$ cat src/rtl/cct_pkg.sv
`timescale 1ns / 1ps
`default_nettype none

package cct_pkg;

   // scan modes
   localparam logic [2:0] ModeIdle    = 3'd0;
   localparam logic [2:0] ModeToken   = 3'd1;
   localparam logic [2:0] ModeString  = 3'd2;
   localparam logic [2:0] ModeSlash   = 3'd3;
   localparam logic [2:0] ModeComment = 3'd4;

   // token kinds
   localparam logic [3:0] KindNone    = 4'd0;
   localparam logic [3:0] KindLbrace  = 4'd1;
   localparam logic [3:0] KindRbrace  = 4'd2;
   localparam logic [3:0] KindLparen  = 4'd3;
   localparam logic [3:0] KindRparen  = 4'd4;
   localparam logic [3:0] KindInt     = 4'd5;
   localparam logic [3:0] KindFloat   = 4'd6;
   localparam logic [3:0] KindKeyword = 4'd7;
   localparam logic [3:0] KindString  = 4'd8;

   // error codes
   localparam logic [2:0] ErrNone       = 3'd0;
   localparam logic [2:0] ErrInvalid    = 3'd1;
   localparam logic [2:0] ErrComment    = 3'd2;
   localparam logic [2:0] ErrString     = 3'd3;
   localparam logic [2:0] ErrUnfinished = 3'd4;

   // characters
   localparam logic [7:0] ChLbrace  = 8'h7B;
   localparam logic [7:0] ChRbrace  = 8'h7D;
   localparam logic [7:0] ChLparen  = 8'h28;
   localparam logic [7:0] ChRparen  = 8'h29;
   localparam logic [7:0] ChMinus   = 8'h2D;
   localparam logic [7:0] ChDot     = 8'h2E;
   localparam logic [7:0] ChSlash   = 8'h2F;
   localparam logic [7:0] ChNewline = 8'h0A;
   localparam logic [7:0] ChQuote   = 8'h22;
   localparam logic [7:0] ChSpace   = 8'h20;
   localparam logic [7:0] ChTab     = 8'h09;
   localparam logic [7:0] ChReturn  = 8'h0D;

   // result queue geometry
   localparam int QueueDepth = 4;
   localparam int QueuePtrW  = 2;
   localparam int QueueCntW  = 3;

   typedef struct packed {
      logic [3:0] token_type;
      logic [7:0] text_byte;
      logic       has_byte;
      logic       token_end;
      logic [2:0] error_code;
      logic       last_of_run;
   } rsp_type;

   // outcome of one byte: up to two results and the next scan state
   typedef struct packed {
      logic [1:0] count;
      rsp_type    first;
      rsp_type    second;
      logic [2:0] mode;
      logic [3:0] kind;
   } step_type;

   // queue status seen by the top level
   typedef struct packed {
      logic                 room;
      logic [QueueCntW-1:0] count;
   } queue_status_type;

   function automatic rsp_type make_rsp(logic [3:0] kind, logic [7:0] text, logic has,
                                        logic fin, logic [2:0] err);
      rsp_type r;
      r.token_type  = kind;
      r.text_byte   = text;
      r.has_byte    = has;
      r.token_end   = fin;
      r.error_code  = err;
      r.last_of_run = 1'b0;
      return r;
   endfunction

   function automatic logic is_space(logic [7:0] c);
      return c == ChSpace || c == ChTab || c == ChReturn || c == ChNewline;
   endfunction

   function automatic logic is_digit(logic [7:0] c);
      return c >= 8'h30 && c <= 8'h39;
   endfunction

   function automatic logic is_alpha(logic [7:0] c);
      return (c >= 8'h41 && c <= 8'h5A) || (c >= 8'h61 && c <= 8'h7A);
   endfunction

   function automatic logic [3:0] bracket_kind(logic [7:0] c);
      logic [3:0] k;
      k = KindNone;
      if (c == ChLbrace) k = KindLbrace;
      if (c == ChRbrace) k = KindRbrace;
      if (c == ChLparen) k = KindLparen;
      if (c == ChRparen) k = KindRparen;
      return k;
   endfunction

endpackage

`default_nettype wire

$ cat src/rtl/cct_if.sv
`timescale 1ns / 1ps
`default_nettype none

// input byte channel
interface cct_req_if;
   logic       valid;
   logic       ready;
   logic [7:0] in_byte;
   logic       end_of_input;

   modport source (output valid, output in_byte, output end_of_input, input ready);
   modport sink   (input valid, input in_byte, input end_of_input, output ready);
endinterface

// result channel
interface cct_rsp_if;
   logic       valid;
   logic       ready;
   logic [3:0] token_type;
   logic [7:0] text_byte;
   logic       has_byte;
   logic       token_end;
   logic [2:0] error_code;
   logic       last_of_run;

   modport source (output valid, output token_type, output text_byte, output has_byte,
                   output token_end, output error_code, output last_of_run, input ready);
   modport sink   (input valid, input token_type, input text_byte, input has_byte,
                   input token_end, input error_code, input last_of_run, output ready);
endinterface

`default_nettype wire

$ cat src/rtl/cct_step.sv
`timescale 1ns / 1ps
`default_nettype none

module cct_step (
   input  wire logic [2:0]       mode,
   input  wire logic [3:0]       kind,
   input  wire logic [7:0]       in_byte,
   input  wire logic             end_of_input,
   output cct_pkg::step_type     step
);

   cct_pkg::rsp_type r0;
   cct_pkg::rsp_type r1;
   logic [1:0]       n;
   logic [2:0]       mode_in;
   logic [3:0]       kind_in;
   logic [3:0]       bk;
   cct_pkg::rsp_type byte_rsp;
   cct_pkg::rsp_type close_rsp;
   cct_pkg::rsp_type bracket_rsp;

   assign bk          = cct_pkg::bracket_kind(in_byte);
   assign byte_rsp    = cct_pkg::make_rsp(cct_pkg::KindNone, in_byte, 1'b1, 1'b0,
                                          cct_pkg::ErrNone);
   assign close_rsp   = cct_pkg::make_rsp(kind, 8'd0, 1'b0, 1'b1, cct_pkg::ErrNone);
   assign bracket_rsp = cct_pkg::make_rsp(bk, in_byte, 1'b1, 1'b1, cct_pkg::ErrNone);

   // per-byte decision
   always_comb begin
      r0      = '0;
      r1      = '0;
      n       = 2'd0;
      mode_in = mode;
      kind_in = kind;
      if (end_of_input) begin
         mode_in = cct_pkg::ModeIdle;
         kind_in = cct_pkg::KindNone;
         if (mode == cct_pkg::ModeToken) begin
            r0 = cct_pkg::make_rsp(cct_pkg::KindNone, 8'd0, 1'b0, 1'b0,
                                   cct_pkg::ErrUnfinished);
            n  = 2'd1;
         end else if (mode == cct_pkg::ModeString) begin
            r0 = cct_pkg::make_rsp(cct_pkg::KindNone, 8'd0, 1'b0, 1'b0,
                                   cct_pkg::ErrString);
            n  = 2'd1;
         end else if (mode == cct_pkg::ModeSlash) begin
            r0 = cct_pkg::make_rsp(cct_pkg::KindNone, 8'd0, 1'b0, 1'b0,
                                   cct_pkg::ErrComment);
            n  = 2'd1;
         end
      end else begin
         unique case (mode)
            cct_pkg::ModeToken: begin
               priority if (bk != cct_pkg::KindNone) begin
                  r0      = close_rsp;
                  r1      = bracket_rsp;
                  n       = 2'd2;
                  mode_in = cct_pkg::ModeIdle;
                  kind_in = cct_pkg::KindNone;
               end else if (cct_pkg::is_digit(in_byte)) begin
                  r0 = byte_rsp;
                  n  = 2'd1;
               end else if (in_byte == cct_pkg::ChMinus) begin
                  r0      = cct_pkg::make_rsp(cct_pkg::KindNone, 8'd0, 1'b0, 1'b0,
                                              cct_pkg::ErrInvalid);
                  n       = 2'd1;
                  mode_in = cct_pkg::ModeIdle;
                  kind_in = cct_pkg::KindNone;
               end else if (cct_pkg::is_alpha(in_byte)) begin
                  n = 2'd1;
                  if (kind == cct_pkg::KindKeyword) begin
                     r0 = byte_rsp;
                  end else begin
                     r0      = cct_pkg::make_rsp(cct_pkg::KindNone, 8'd0, 1'b0, 1'b0,
                                                 cct_pkg::ErrInvalid);
                     mode_in = cct_pkg::ModeIdle;
                     kind_in = cct_pkg::KindNone;
                  end
               end else if (in_byte == cct_pkg::ChQuote) begin
                  r0      = close_rsp;
                  n       = 2'd1;
                  mode_in = cct_pkg::ModeString;
                  kind_in = cct_pkg::KindString;
               end else if (in_byte == cct_pkg::ChDot) begin
                  n = 2'd1;
                  if (kind == cct_pkg::KindInt) begin
                     r0      = byte_rsp;
                     kind_in = cct_pkg::KindFloat;
                  end else begin
                     r0      = cct_pkg::make_rsp(cct_pkg::KindNone, 8'd0, 1'b0, 1'b0,
                                                 cct_pkg::ErrInvalid);
                     mode_in = cct_pkg::ModeIdle;
                     kind_in = cct_pkg::KindNone;
                  end
               end else if (in_byte == cct_pkg::ChSlash) begin
                  r0      = close_rsp;
                  n       = 2'd1;
                  mode_in = cct_pkg::ModeSlash;
                  kind_in = cct_pkg::KindNone;
               end else if (cct_pkg::is_space(in_byte)) begin
                  r0      = close_rsp;
                  n       = 2'd1;
                  mode_in = cct_pkg::ModeIdle;
                  kind_in = cct_pkg::KindNone;
               end else begin
                  // other bytes inside a token are dropped
                  n = 2'd0;
               end
            end
            cct_pkg::ModeString: begin
               n = 2'd1;
               if (in_byte == cct_pkg::ChQuote) begin
                  r0      = close_rsp;
                  mode_in = cct_pkg::ModeIdle;
                  kind_in = cct_pkg::KindNone;
               end else begin
                  r0 = byte_rsp;
               end
            end
            cct_pkg::ModeSlash: begin
               if (in_byte == cct_pkg::ChSlash) begin
                  mode_in = cct_pkg::ModeComment;
               end else begin
                  r0      = cct_pkg::make_rsp(cct_pkg::KindNone, 8'd0, 1'b0, 1'b0,
                                              cct_pkg::ErrComment);
                  n       = 2'd1;
                  mode_in = cct_pkg::ModeIdle;
                  kind_in = cct_pkg::KindNone;
               end
            end
            cct_pkg::ModeComment: begin
               if (in_byte == cct_pkg::ChNewline) begin
                  mode_in = cct_pkg::ModeIdle;
               end
            end
            default: begin
               // idle, between tokens
               mode_in = cct_pkg::ModeIdle;
               kind_in = cct_pkg::KindNone;
               priority if (bk != cct_pkg::KindNone) begin
                  r0 = bracket_rsp;
                  n  = 2'd1;
               end else if (cct_pkg::is_digit(in_byte) || in_byte == cct_pkg::ChMinus) begin
                  r0      = byte_rsp;
                  n       = 2'd1;
                  mode_in = cct_pkg::ModeToken;
                  kind_in = cct_pkg::KindInt;
               end else if (cct_pkg::is_alpha(in_byte)) begin
                  r0      = byte_rsp;
                  n       = 2'd1;
                  mode_in = cct_pkg::ModeToken;
                  kind_in = cct_pkg::KindKeyword;
               end else if (in_byte == cct_pkg::ChQuote) begin
                  mode_in = cct_pkg::ModeString;
                  kind_in = cct_pkg::KindString;
               end else if (in_byte == cct_pkg::ChSlash) begin
                  mode_in = cct_pkg::ModeSlash;
               end else if (!cct_pkg::is_space(in_byte)) begin
                  r0 = cct_pkg::make_rsp(cct_pkg::KindNone, 8'd0, 1'b0, 1'b0,
                                         cct_pkg::ErrInvalid);
                  n  = 2'd1;
               end else begin
                  n = 2'd0;
               end
            end
         endcase
      end
      // mark the final result of this byte
      r0.last_of_run = (n == 2'd1);
      r1.last_of_run = 1'b1;
   end

   assign step.count  = n;
   assign step.first  = r0;
   assign step.second = r1;
   assign step.mode   = mode_in;
   assign step.kind   = kind_in;

endmodule

`default_nettype wire

$ cat src/rtl/cct_queue.sv
`timescale 1ns / 1ps
`default_nettype none

module cct_queue (
   input  wire logic                    clock,
   input  wire logic                    reset,
   input  wire logic                    push,
   input  wire cct_pkg::step_type       step,
   output cct_pkg::queue_status_type    status,
   cct_rsp_if.source                    rsp_ch
);

   cct_pkg::rsp_type                    q_ff [cct_pkg::QueueDepth];
   logic [cct_pkg::QueuePtrW-1:0]       wr_ptr_ff;
   logic [cct_pkg::QueuePtrW-1:0]       wr_ptr_in;
   logic [cct_pkg::QueuePtrW-1:0]       wr_next;
   logic [cct_pkg::QueuePtrW-1:0]       rd_ptr_ff;
   logic [cct_pkg::QueuePtrW-1:0]       rd_ptr_in;
   logic [cct_pkg::QueueCntW-1:0]       count_ff;
   logic [cct_pkg::QueueCntW-1:0]       count_in;
   logic [1:0]                          push_count;
   logic                                pop;
   cct_pkg::rsp_type                    head;

   // room for a two-result byte
   localparam logic [cct_pkg::QueueCntW-1:0] RoomLimit =
      cct_pkg::QueueCntW'(cct_pkg::QueueDepth - 2);

   assign push_count = push ? step.count : 2'd0;
   assign pop        = rsp_ch.valid && rsp_ch.ready;
   assign wr_next    = wr_ptr_ff + cct_pkg::QueuePtrW'(1);

   // pointer and fill count update
   always_comb begin
      wr_ptr_in = wr_ptr_ff + cct_pkg::QueuePtrW'(push_count);
      rd_ptr_in = rd_ptr_ff + cct_pkg::QueuePtrW'(pop);
      count_in  = count_ff + cct_pkg::QueueCntW'(push_count)
                  - cct_pkg::QueueCntW'(pop);
   end

   always_ff @(posedge clock) begin
      if (reset) begin
         wr_ptr_ff <= '0;
         rd_ptr_ff <= '0;
         count_ff  <= '0;
      end else begin
         wr_ptr_ff <= wr_ptr_in;
         rd_ptr_ff <= rd_ptr_in;
         count_ff  <= count_in;
      end
   end

   // result storage
   always_ff @(posedge clock) begin
      if (push_count != 2'd0) begin
         q_ff[wr_ptr_ff] <= step.first;
      end
      if (push_count == 2'd2) begin
         q_ff[wr_next] <= step.second;
      end
   end

   assign head                = q_ff[rd_ptr_ff];
   assign rsp_ch.valid        = count_ff != '0;
   assign rsp_ch.token_type   = head.token_type;
   assign rsp_ch.text_byte    = head.text_byte;
   assign rsp_ch.has_byte     = head.has_byte;
   assign rsp_ch.token_end    = head.token_end;
   assign rsp_ch.error_code   = head.error_code;
   assign rsp_ch.last_of_run  = head.last_of_run;

   assign status.room  = count_ff <= RoomLimit;
   assign status.count = count_ff;

endmodule

`default_nettype wire

$ cat src/rtl/config_text_tokenizer.sv
// results: each result is written into the result queue and offered on rsp from there, behind older results
// throughput: one byte per cycle while each byte gives at most one result and rsp
//   keeps up; a byte that gives two results is offered twice on the single rsp port,
//   and the extra result is absorbed by the four-entry result queue
// reset: synchronous, clears the scan state to idle and empties the result queue
`timescale 1ns / 1ps
`default_nettype none

module config_text_tokenizer (
   input  wire logic   clock,
   input  wire logic   reset,
   cct_req_if.sink     req_ch,
   cct_rsp_if.source   rsp_ch
);

   logic [2:0]                  mode_ff;
   logic [2:0]                  mode_in;
   logic [3:0]                  kind_ff;
   logic [3:0]                  kind_in;
   logic                        req_fire;
   cct_pkg::step_type           step;
   cct_pkg::queue_status_type   status;

   assign req_ch.ready = status.room;
   assign req_fire     = req_ch.valid && req_ch.ready;

   // byte decode
   cct_step u_step (
      .mode         (mode_ff),
      .kind         (kind_ff),
      .in_byte      (req_ch.in_byte),
      .end_of_input (req_ch.end_of_input),
      .step         (step)
   );

   // scan state
   assign mode_in = req_fire ? step.mode : mode_ff;
   assign kind_in = req_fire ? step.kind : kind_ff;

   always_ff @(posedge clock) begin
      if (reset) begin
         mode_ff <= cct_pkg::ModeIdle;
         kind_ff <= cct_pkg::KindNone;
      end else begin
         mode_ff <= mode_in;
         kind_ff <= kind_in;
      end
   end

   // result queue
   cct_queue u_queue (
      .clock  (clock),
      .reset  (reset),
      .push   (req_fire),
      .step   (step),
      .status (status),
      .rsp_ch (rsp_ch)
   );

   // checks
   a_count_bound: assert property (@(posedge clock) disable iff (reset)
      status.count <= cct_pkg::QueueCntW'(cct_pkg::QueueDepth))
      else $error("result queue overfilled");

   a_eoi_idle: assert property (@(posedge clock) disable iff (reset)
      req_fire && req_ch.end_of_input |=> mode_ff == cct_pkg::ModeIdle)
      else $error("scan not idle after end of input");

   a_string_kind: assert property (@(posedge clock) disable iff (reset)
      mode_ff == cct_pkg::ModeString |-> kind_ff == cct_pkg::KindString)
      else $error("string mode without string kind");

   a_result_offered: assert property (@(posedge clock) disable iff (reset)
      req_fire && step.count != 2'd0 |=> rsp_ch.valid)
      else $error("pushed result not offered");

endmodule

`default_nettype wire
$ cat src/flat_wrapper.sv
// flat-port wrapper written by rule: the top's interface ports become plain ports
module config_text_tokenizer_flat 
  (clock, reset, req_ch_valid, req_ch_in_byte, req_ch_end_of_input, req_ch_ready, rsp_ch_valid, rsp_ch_token_type, rsp_ch_text_byte, rsp_ch_has_byte, rsp_ch_token_end, rsp_ch_error_code, rsp_ch_last_of_run, rsp_ch_ready);
  cct_req_if req_ch_i ();
  cct_rsp_if rsp_ch_i ();
  input  wire logic clock;
  input  wire logic reset;
  input wire logic [$bits(req_ch_i.valid)-1:0] req_ch_valid;
  input wire logic [$bits(req_ch_i.in_byte)-1:0] req_ch_in_byte;
  input wire logic [$bits(req_ch_i.end_of_input)-1:0] req_ch_end_of_input;
  output wire logic [$bits(req_ch_i.ready)-1:0] req_ch_ready;
  output wire logic [$bits(rsp_ch_i.valid)-1:0] rsp_ch_valid;
  output wire logic [$bits(rsp_ch_i.token_type)-1:0] rsp_ch_token_type;
  output wire logic [$bits(rsp_ch_i.text_byte)-1:0] rsp_ch_text_byte;
  output wire logic [$bits(rsp_ch_i.has_byte)-1:0] rsp_ch_has_byte;
  output wire logic [$bits(rsp_ch_i.token_end)-1:0] rsp_ch_token_end;
  output wire logic [$bits(rsp_ch_i.error_code)-1:0] rsp_ch_error_code;
  output wire logic [$bits(rsp_ch_i.last_of_run)-1:0] rsp_ch_last_of_run;
  input wire logic [$bits(rsp_ch_i.ready)-1:0] rsp_ch_ready;
  assign req_ch_i.valid = req_ch_valid;
  assign req_ch_i.in_byte = req_ch_in_byte;
  assign req_ch_i.end_of_input = req_ch_end_of_input;
  assign req_ch_ready = req_ch_i.ready;
  assign rsp_ch_valid = rsp_ch_i.valid;
  assign rsp_ch_token_type = rsp_ch_i.token_type;
  assign rsp_ch_text_byte = rsp_ch_i.text_byte;
  assign rsp_ch_has_byte = rsp_ch_i.has_byte;
  assign rsp_ch_token_end = rsp_ch_i.token_end;
  assign rsp_ch_error_code = rsp_ch_i.error_code;
  assign rsp_ch_last_of_run = rsp_ch_i.last_of_run;
  assign rsp_ch_i.ready = rsp_ch_ready;
  config_text_tokenizer u_core (.clock(clock), .reset(reset), .req_ch(req_ch_i), .rsp_ch(rsp_ch_i));
endmodule
$ cat config.mk
export PLATFORM = sky130hd
export DESIGN_NAME = config_text_tokenizer_flat
export DESIGN_NICKNAME = d
export VERILOG_FILES = /design/src/rtl/cct_pkg.sv /design/src/rtl/cct_if.sv /design/src/rtl/cct_step.sv /design/src/rtl/cct_queue.sv /design/src/rtl/config_text_tokenizer.sv /design/src/flat_wrapper.sv
export SDC_FILE = /design/constraint.sdc
export NUM_CORES = 1
export LEC_CHECK = 0
export ABC_AREA = 0
export ABC_CLOCK_PERIOD_IN_PS = 3800
export BUFFER_PORTS_ARGS = -buffer_cell sky130_fd_sc_hd__buf_2
export CAP_MARGIN = 5
export CORE_AREA = 2 2 93 95
export DETAILED_ROUTE_END_ITERATION = 16
export DIE_AREA = 0 0 95 97
export GPL_ROUTABILITY_DRIVEN = 0
export PLACE_DENSITY = 0.8
export SLEW_MARGIN = 10
export SYNTH_ARGS = -nofsm -noshare
export SYNTH_HDL_FRONTEND = slang
export SYNTH_SLANG_ARGS = --single-unit
$ cat constraint.sdc
create_clock -name clock -period 3.8 [get_ports clock]
set_input_delay 0.76 -clock clock [delete_from_list [all_inputs] [get_ports clock]]
set_output_delay 0.76 -clock clock [all_outputs]
set_load 0.05 [all_outputs]
Word level (Yosys, flattened, before mapping):

Memory sizes are Yosys's and may differ from the RTL's. A register that Yosys moved wholly into a read port is not among the register bits.
Index checks and enable logic that the tools add are counted.

* $add $sub $neg: 5
* multiply operators: 0
* divide/modulo/power cells: 0
* magnitude comparators: 7
* equal/unequal tests: 28
* shifts and indexed selects: 0
* mux-type cells: 94
* bitwise gates (word level): 0
* reductions and logical operators: 15

Operators with widths (number)
* $mux W18: 14
* $mux W4: 20
* $pmux W18 S4: 1
* $eq A8 B6 Y1 const B: 7
* $mux W14: 4
* $mux W3: 18
* $eq A8 B4 Y1 const B: 3
* $mux W2: 12
* $mux W1: 22
* $eq A8 B7 Y1 const B: 2
* $ge A8 B7 Y1 const B: 2
* $le A8 B7 Y1 const B: 2
* $pmux W4 S4: 1
* $reduce_and A7 Y1: 2
* $pmux W3 S4: 1
* $ne A9 B2 Y1 const B: 1
* $eq A4 B3 Y1 const B: 2
* $ge A8 B6 Y1 const B: 1
* $le A8 B6 Y1 const B: 1
* $ne A8 B5 Y1 const B: 1
* $pmux W2 S4: 1
* $eq A3 B2 Y1 const B: 2
* $ne A3 B3 Y1 const B: 2
* $ne A6 B6 Y1 const B: 1
* other kinds (18): 26

* register bits: 14
* bits in latches: 0
* bits in writable memories: 72
* bits in read-only memories: 0
* bits of input ports: 13
* output and inout bits: 20
* word-level logic and storage cells: 155
* memories: 1

Memories
* u_core.u_queue.q_ff: words 4, bits a word 18, rd ports 1, clocked after memory_dff 1, write ports 2, RTL line cct_queue.sv:13 `cct_pkg::rsp_type q_ff [cct_pkg::QueueDepth];`

Depth between registers and ports, before layout:

Gate-level depths: netlist of run 1.

* depth in word-level cells: 18
* mapped depth: 16
* mapped depth without buffers: 14

Cells and area by module:

From an unflattened synthesis of run 1, not the netlist that was laid out.

* cell total of the unflattened synthesis: 453
* area, all modules: 5505.3 um^2

Modules (own cells, without submodules)
* cct_queue: instances 1, cells each 225, area each 3983.8 um^2, seq. area each 2302.2 um^2
* cct_step: instances 1, cells each 197, area each 1214.9 um^2, seq. area each 0.0 um^2
* config_text_tokenizer: instances 1, cells each 31, area each 306.5 um^2, seq. area each 140.1 um^2

Worst setup path before layout of run 1:

OpenSTA, ideal clock, no wires.

* path kind: input-to-reg
* start: input port req_ch_in_byte[1]
* end: register u_core.u_queue.count_ff[2] (netlist name)
* library setup time: 0.128 ns
* data arrival time: 3.160 ns
* data required time: 3.672 ns
* slack: 0.512 ns
* cell stages on the path: 15
* buffers on the path: 1
* cells stage by stage: buf_2 > nor4b_1 > nand3_1 > o211ai_2 > o21a_1 > o21ai_0 > a21oi_1 > inv_1 > ha_1 > inv_1 > ha_1 > fa_1 > xor2_1 > xnor2_1 > nor2_1

* word-level cells in the longest chain between the ends: 17
* elaborated cells on any way between the ends: 51
* classes of those cells: 2 x add/sub; 6 x order compare; 12 x eq/ne; 22 x mux; 9 x reduce/logical

RTL lines
* from (decl): RTL line flat_wrapper.sv:9 `input wire logic [$bits(req_ch_i.in_byte)-1:0] req_ch_in_byte;`
* $eq A8 B6 Y1 / $eq A8 B4 Y1 (equally long branches): RTL line cct_pkg.sv:87 `return c == ChSpace || c == ChTab || c == ChReturn || c == ChNewline;`
* $logic_or A1 B1 Y1 (3 in series): RTL line cct_pkg.sv:87
* $mux W1: RTL line cct_step.sv:100 `end else if (cct_pkg::is_space(in_byte)) begin`
* $mux W1: RTL line cct_step.sv:95 `end else if (in_byte == cct_pkg::ChSlash) begin`
* $mux W1: RTL line cct_step.sv:84 `end else if (in_byte == cct_pkg::ChDot) begin`
* $mux W1: RTL line cct_step.sv:79 `end else if (in_byte == cct_pkg::ChQuote) begin`
* $mux W1: RTL line cct_step.sv:69 `end else if (cct_pkg::is_alpha(in_byte)) begin`
* $mux W1: RTL line cct_step.sv:63 `end else if (in_byte == cct_pkg::ChMinus) begin`
* $mux W1: RTL line cct_step.sv:60 `end else if (cct_pkg::is_digit(in_byte)) begin`
* $mux W2: RTL line cct_step.sv:54 `priority if (bk != cct_pkg::KindNone) begin`
* $pmux W2 S4 (*): RTL line cct_step.sv:52 `unique case (mode)`
* $mux W2 (*): RTL line cct_step.sv:35 `if (end_of_input) begin`
* $mux W2 (*): RTL line cct_queue.sv:29 `assign push_count = push ? step.count : 2'd0;`
* $add A3 B2 Y3 (*): RTL line cct_queue.sv:37 `count_in = count_ff + cct_pkg::QueueCntW'(push_count)`
* $sub A3 B1 Y3 (*): RTL line cct_queue.sv:38 `- cct_pkg::QueueCntW'(pop);`
* to (signal assigned): RTL line cct_queue.sv:49 `count_ff <= count_in;`
* to (decl): RTL line cct_queue.sv:19 `logic [cct_pkg::QueueCntW-1:0] count_ff;`

Every way passes the cells marked *; elsewhere a longest branch is shown, timed or not.
A chain may end at the register's enable or synchronous reset.

Worst setup path in the final report of run 1:

Same ends and word-level chain as after synthesis.

==> metrics.md, run 1 <==
| Metric | Value |
|---|---|
| Status | finished clean |
| Period utilization | 88.2% |
| Layout cell share with drive strength beyond 1 | 21.1% |
| Startpoint Class | input pin |
| Pleak | 1.93 nW |
| Post-synth ARST share | 0% |
| Setup TNS | 0 ps |
| Vias in the first global route | 3840 |
| Root Driver | clkbuf_8 |
| RSZ-0062 raised after global routing | false |
| Post-Syn Area | 4840 um^2 |
| Max Freq | 0.298 GHz |
| Clock net sink count | 86 |
| First-pass GRT wire length | 19400 um |
| Post-route insts no fill | 594 |
| Die Area | 9220 um^2 |
| Avg WL per Cell | 20.0 um |
| Synth Flop Type | edfxtp_1 |
| # nets final | 503 |
| 1st-iter DRT viols | 419 |
| Max-cap viol count | 0 |
| Worst Slack Setup Final | 447 ps |
| VDD IR max | 542 uV |
| Final setup fails | 0 |
| Row count | 33 |
| Tightest Pin Transition | 762 ps |
| Clock latency on the worst-skew pair | 370 ps |
| GR Util All Layers | 27.4% |
| Critical Setup Path Class | input pin to flip-flop |
| GR Overflow Total | 0 |
| Top-area cell type share of the netlist area | 32.2% |
| Detailed Routing Iterations Pass 1 | 5 |
| # DRC | 0 |
| Synth cell types | 70 |
| Final min period | 3350 ps |
| Vias | 3863 |
| HPWL Detailed | 8330 um |
| Pwr Density | 488 nW/um^2 |
| Final Hold Fails | 0 |
| CTS H-Tree Depth | 3 |
| Post-synth top cells | 56 x nand2_1, 52 x edfxtp_1, 34 x dfxtp_1, 24 x nor2_1, 19 x a21oi_1 |
| Syn Nets | 471 |
| CP endpoint kind | flip-flop |
| Antenna diodes | 0 |
| Die width | 95 um |
| Cts hold-fix bufs | 0 |
| Number of synthesized flops with an enable pin | 52 |
| CP Max Fanout | 20 |
| Arrival time at the worst endpoint | 3610 ps |
| Register bit count reported by yosys | 86 |
| Slew margin rel. | 49.1% |
| PortBufs | 32 |
| Max Root-Sink Buffers | 2 |
| Post-Route WL | 11900 um |
| IO Count | 33 |
| Largest net degree at the start of global routing | 21 |
| Synth area leader | edfxtp_1 |
| Final clock skew | 11.5 ps |
| Yosys warning total | 0 |
| Vias/cell | 6.50 |
| Max Slew Vio Count | 0 |
| Placed Cells incl. Taps | 578 |
| Initial core utilization | 59.5% |
| CTS tree | yes |
| Post-CTS resize count | 0 |
| Core Footprint | 8130 um^2 |
| Initial antenna violation count | 0 |
| Count leader, synth | nand2_1 |
| CTS buffer count | 9 |
| Setup WS pre-CTS | 188 ps |
| Clock slew at reported path FFs | 90 ps |
| Part of the Yosys area used for sequential elements | 46.3% |
| HP Class | flip-flop to flip-flop |
| Synth Area per Inst | 10.7 um^2 |
| WP data required | 4060 ps |
| Layout area overhead | 9.59% |
| Top area cells in the synthesized netlist | edfxtp_1 32%, dfxtp_1 14%, mux4_2 8.4%, nand2_1 4.3%, o22ai_1 2.3% |
| Final Util | 65.2% |
| Die Y | 97 um |
| Post-CTS Setup Bufs | 0 |
| Final ANT Viol Nets | 0 |
| Mapped Cells | 452 |
[critical path, cell delays in order]
cell      delay, ps
buf_2           210
nor4b_1         440
nand3_1         200
o211ai_2        160
o21a_1          210
o21ai_0         110
a21oi_1         220
inv_1            70
ha_1            270
inv_1            40
ha_1            180
fa_1            370
xor2_1          170
xnor2_1         140
nor2_1           50
[routing by layer]
metal	vias to the layer above	GRT usage (%)	share of wire, %
met5	-	0	0
met4	0	9.25	1.5
met3	19	4.13	6.9
met2	214	45.4	51
met1	1840	36.4	41
li1	1790	-	-
[area by class of cell]
| class | instances | area [um^2] |
|---|---|---|
| Timing Repair Buffer | 52 | 310 |
| Sequential cell | 86 | 2240 |
| Inverter | 14 | 52.6 |
| Multi-Input combinational cell | 321 | 2370 |
| Clock inverter | 7 | 80.1 |
| Tap cell | 105 | 131 |
| Clock buffer | 9 | 124 |
| Fill cell | 631 | 2830 |
[worst paths after layout]
kind / slack, ps / depth (start not counted) / endpoint / startpoint
setup / recovery: 450 / 15 / u_core.u_queue.count_ff[2] / req_ch_in_byte[1]
hold / removal: 460 / 2 / u_core.u_queue.q_ff[1][17] / u_core.u_queue.q_ff[1][17]
hold reg to reg: 460 / 2 / u_core.u_queue.q_ff[1][17] / u_core.u_queue.q_ff[1][17]
setup reg to reg: 500 / 14 / u_core.u_queue.count_ff[2] / u_core.mode_ff[0]
[power by group]
| part | internal, mW | switching (mW) |
|---|---|---|
| combinational | 0.287 | 0.567 |
| clock | 0.260 | 0.389 |
| sequential | 1.05 | 0.0373 |
| total | 1.60 | 0.994 |
[logic make-up after synthesis]
kind of cell	share of synthesized area, %
AND/OR/NAND/NOR	16.6
XOR/XNOR	1.09
AO/OA/AOI/OAI	19.0
multiplexers	10.4
adder cells (fa/ha/maj)	1.71
buffers and inverters	4.83
flip-flops	46.3
[through the flow]
stage               hold slack, ps  instance area [um^2]  total power [mW]
CTS                            465                  5310              2.60
floorplan                      428                  4840              1.80
global placement               444                  5100              1.95
global route                   485                  5310              2.71
finish                         465                  5310              2.59
detailed placement             451                  5100              1.96
[cells in the final DEF (no fill, tap or decap), types with 6 or more instances in the layout]
cell and count:
clkbuf_8 9, buf_4 20, nand4_1 8, o211ai_1 8
nor2_1 24, inv_1 14, dfxtp_1 34, mux2i_1 10
a32o_1 7, nor2b_1 10, o21ai_0 15, a21oi_1 19
nand3_1 7, or3_1 6, and2_1 6, nand2_1 56
a21boi_0 11, o22ai_1 18, mux4_2 18, edfxtp_1 52
buf_2 32, o21ai_1 12
[flip-flops by register name (all words and copies together), names as in the netlist]
| name | flops |
|---|---|
| u_core.u_queue.q_ff | 72 |
| u_core.u_queue.rd_ptr_ff | 2 |
| u_core.u_queue.count_ff | 3 |
| u_core.kind_ff | 4 |
| u_core.mode_ff | 3 |
| u_core.u_queue.wr_ptr_ff | 2 |
No activity file was read; power rests on OpenSTA's default activity.
==> inputs of run 2 (changes only) <==
Settings changed: CORE_AREA 2 2 93 95 to 2 2 110 80, DIE_AREA 0 0 95 97 to 0 0 112 82, PLACE_DENSITY 0.8 to 0.81.
==> metrics.md, run 2 (synthesis gave the netlist of run 1 again) <==
| Metric | Value |
|---|---|
| Clock net sink count | 86 (unchanged) |
| Met2 usage in global routing | 45.5% (was 45.4%) |
| Largest Register | u_core.u_queue.q_ff (unchanged) |
| Pwr Density | 546 nW/um^2 (was 488 nW/um^2) |
| Max reg flops | 72 (unchanged) |
| Comb power frac | 28.9% (was 33.0%) |
| Die Y | 82 um (was 97 um) |
| Global routing's busiest layer | met2 (unchanged) |
| Vias/cell | 6.70 (was 6.50) |
| Met1 Resource Use GR | 37.5% (was 36.4%) |
| Cell Int Power | 1.99 mW (was 1.60 mW) |
| Post-route insts no fill | 596 (was 594) |
| Clock latency on the worst-skew pair | 350 ps (was 370 ps) |
| Vias in the first global route | 3834 (was 3840) |
| Layout cell share with drive strength beyond 1 | 21.2% (was 21.1%) |
| Vias | 3996 (was 3863) |
| Sequential Power Share | 36.9% (was 42.0%) |
| Met3 usage | 7.31% (was 4.13%) |
| Initial core utilization | 59.1% (was 59.5%) |
| Post-CTS resize count | 0 (unchanged) |
| Final clock skew | 7.14 ps (was 11.5 ps) |
| CTS buffer count | 9 (unchanged) |
| VDD IR max | 506 uV (was 542 uV) |
| Slew margin rel. | 49.1% (about the same) |
| IO Count | 33 (unchanged) |
| Critical Setup Path Class | input pin to flip-flop (unchanged) |
| Die Area | 9180 um^2 (was 9220 um^2) |
| Die width | 112 um (was 95 um) |
| CTS H-Tree Depth | 3 (unchanged) |
| Cts hold-fix bufs | 0 (unchanged) |
| Post-place instance area | 5120 um^2 (was 5100 um^2) |
| Final setup fails | 0 (unchanged) |
| Fillers | 631 (unchanged) |
| # nets final | 505 (was 503) |
| WHS | 463 ps (was 465 ps) |
| Root Driver | clkbuf_16 (was clkbuf_8) |
| First-pass GRT wire length | 19700 um (was 19400 um) |
| 1st-iter DRT viols | 487 (was 419) |
| Pleak | 2.01 nW (was 1.93 nW) |
| Multi-input gate area | 2370 um^2 (unchanged) |
| Design Area, Final | 5460 um^2 (was 5310 um^2) |
| HP Class | flip-flop to flip-flop (unchanged) |
| Sw frac | 33.2% (was 38.4%) |
| FF/Latch Area | 2240 um^2 (unchanged) |
| Status | finished clean (unchanged) |
| Crit-path cells | buf_2, nor4b_1, nand3_1, o211ai_2, o21a_1, o21ai_0, a21oi_1, inv_1, ha_1, inv_1, ha_1, fa_1, xor2_1, xnor2_1, nor2_1 (unchanged) |
| Most frequent cells in the layout | 56 x nand2_1, 52 x edfxtp_1, 34 x dfxtp_1, 32 x buf_2, 24 x nor2_1 (unchanged) |
| Final ANT Viol Nets | 0 (unchanged) |
| PortBufs | 32 (unchanged) |
| RSZ-0062 raised after global routing | false (unchanged) |
| Slowest stage cell on the critical path | nor4b_1 (unchanged) |
| Tightest Pin Transition | 761 ps (was 762 ps) |
| Post-Route WL | 12100 um (was 11900 um) |
| Commonest non-fill, non-tap cell in the layout | nand2_1 (unchanged) |
| Max Root-Sink Buffers | 2 (unchanged) |
| CP Max Fanout | 20 (unchanged) |
| Layout area overhead | 12.8% (was 9.59%) |
| Setup TNS | 0 ps (unchanged) |
| Row count | 28 (was 33) |
| Core Footprint | 8200 um^2 (was 8130 um^2) |
| GR Util All Layers | 28.1% (was 27.4%) |
| Top flop regs | u_core.u_queue.q_ff x72, u_core.kind_ff x4 (unchanged) |
| Worst path top cell family by delay | adder cells (unchanged) |
| Largest net degree at the start of global routing | 21 (unchanged) |
| Buf+Inv Stages, Crit Path | 3 (unchanged) |
| Max Freq | 0.298 GHz (about the same) |
| Max Slew Vio Count | 0 (unchanged) |
| Clock network power share | 34.2% (was 25.0%) |
| Delay of the slowest cell on the worst path | 410 ps (was 440 ps) |
| Clock slew at reported path FFs | 60 ps (was 90 ps) |
| CP endpoint kind | flip-flop (unchanged) |
| Max-cap viol count | 0 (unchanged) |
| GR Overflow Total | 0 (unchanged) |
| Switching pwr | 988 uW (was 994 uW) |
| Final min period | 3360 ps (was 3350 ps) |
| Arrival time at the worst endpoint | 3590 ps (was 3610 ps) |
| Post-CTS Setup Bufs | 0 (unchanged) |
| # DRC | 0 (unchanged) |
| Detailed Routing Iterations Pass 1 | 6 (was 5) |
| CTS tree | yes (unchanged) |
| Power Total | 2.98 mW (was 2.59 mW) |
| Period utilization | 88.4% (was 88.2%) |
| Final Hold Fails | 0 (unchanged) |
| HPWL Detailed | 8620 um (was 8330 um) |
| Initial antenna violation count | 0 (unchanged) |
| FF-to-FF setup slack | 610 ps (was 500 ps) |
| Startpoint Class | input pin (unchanged) |
| Avg WL per Cell | 20.3 um (was 20.0 um) |
| Placed Cells incl. Taps | 580 (was 578) |
| WP data required | 4030 ps (was 4060 ps) |
| Antenna diodes | 0 (unchanged) |
-- run 2: cell types whose count changed in the layout (fill, tap and decap cells not counted) --
cell       before  now
inv_8           2    0
clkinv_8        2    0
clkbuf_1        0    1
clkinv_4        2    0
clkbuf_8        9    0
clkbuf_16       0    9
bufinv_16       0    3
buf_4          20   22
inv_6           0    2
-- run 2: layout make-up --
| type | instances | share of cell area (%) |
|---|---|---|
| clock inverters | 6 | 2.11 |
| well taps | 105 | 2.41 |
| inverters | 14 | 0.962 |
| flip-flops and latches | 86 | 41.1 |
| multi-input cells | 321 | 43.3 |
| clock buffers | 10 | 4.19 |
| repair buffers | 54 | 5.96 |
-- run 2: worst register-to-register path, delay by kind of cell, from the launching register on --
kind | cells | cell delay, ps
AO/OA/AOI/OAI | 4 | 750
AND/OR/NAND/NOR | 3 | 600
flip-flops | 1 | 480
adder cells (fa/ha/maj) | 3 | 830
buffers and inverters | 2 | 120
XOR/XNOR | 2 | 310
-- run 2: final timing paths --
check,startpoint,endpoint,depth (start not counted)
max,req_ch_in_byte[1],u_core.u_queue.count_ff[2],15
min,u_core.u_queue.q_ff[3][1],u_core.u_queue.q_ff[3][1],2
max reg2reg,u_core.mode_ff[0],u_core.u_queue.count_ff[2],14
min reg2reg,u_core.u_queue.q_ff[3][1],u_core.u_queue.q_ff[3][1],2
-- run 2: power by group through the flow --
stage / Combinational, mW / Sequential, mW / Clock (mW)
detailed placement: 0.861 / 1.12 / 0
CTS: 0.865 / 1.10 / 1.03
global placement: 0.840 / 1.11 / 0
floorplan: 0.700 / 1.10 / 0
finish: 0.861 / 1.10 / 1.02
global route: 0.924 / 1.10 / 1.06
-- run 2: stage by stage --
stage | util, % | setup WS [ps]
final | 66.6 | 440
after global placement | 62.4 | 247
after global routing | 66.6 | 239
after detailed placement | 62.4 | 171
after floorplan | - | 512
after CTS | 66.6 | 495
-- run 2: routing by layer --
metal / part of all wire [%] / vias to the layer above
met4: 2.7 / 0
met2: 45 / 257
met1: 42 / 1903
li1: - / 1798
met5: 0 / -
met3: 9.7 / 38
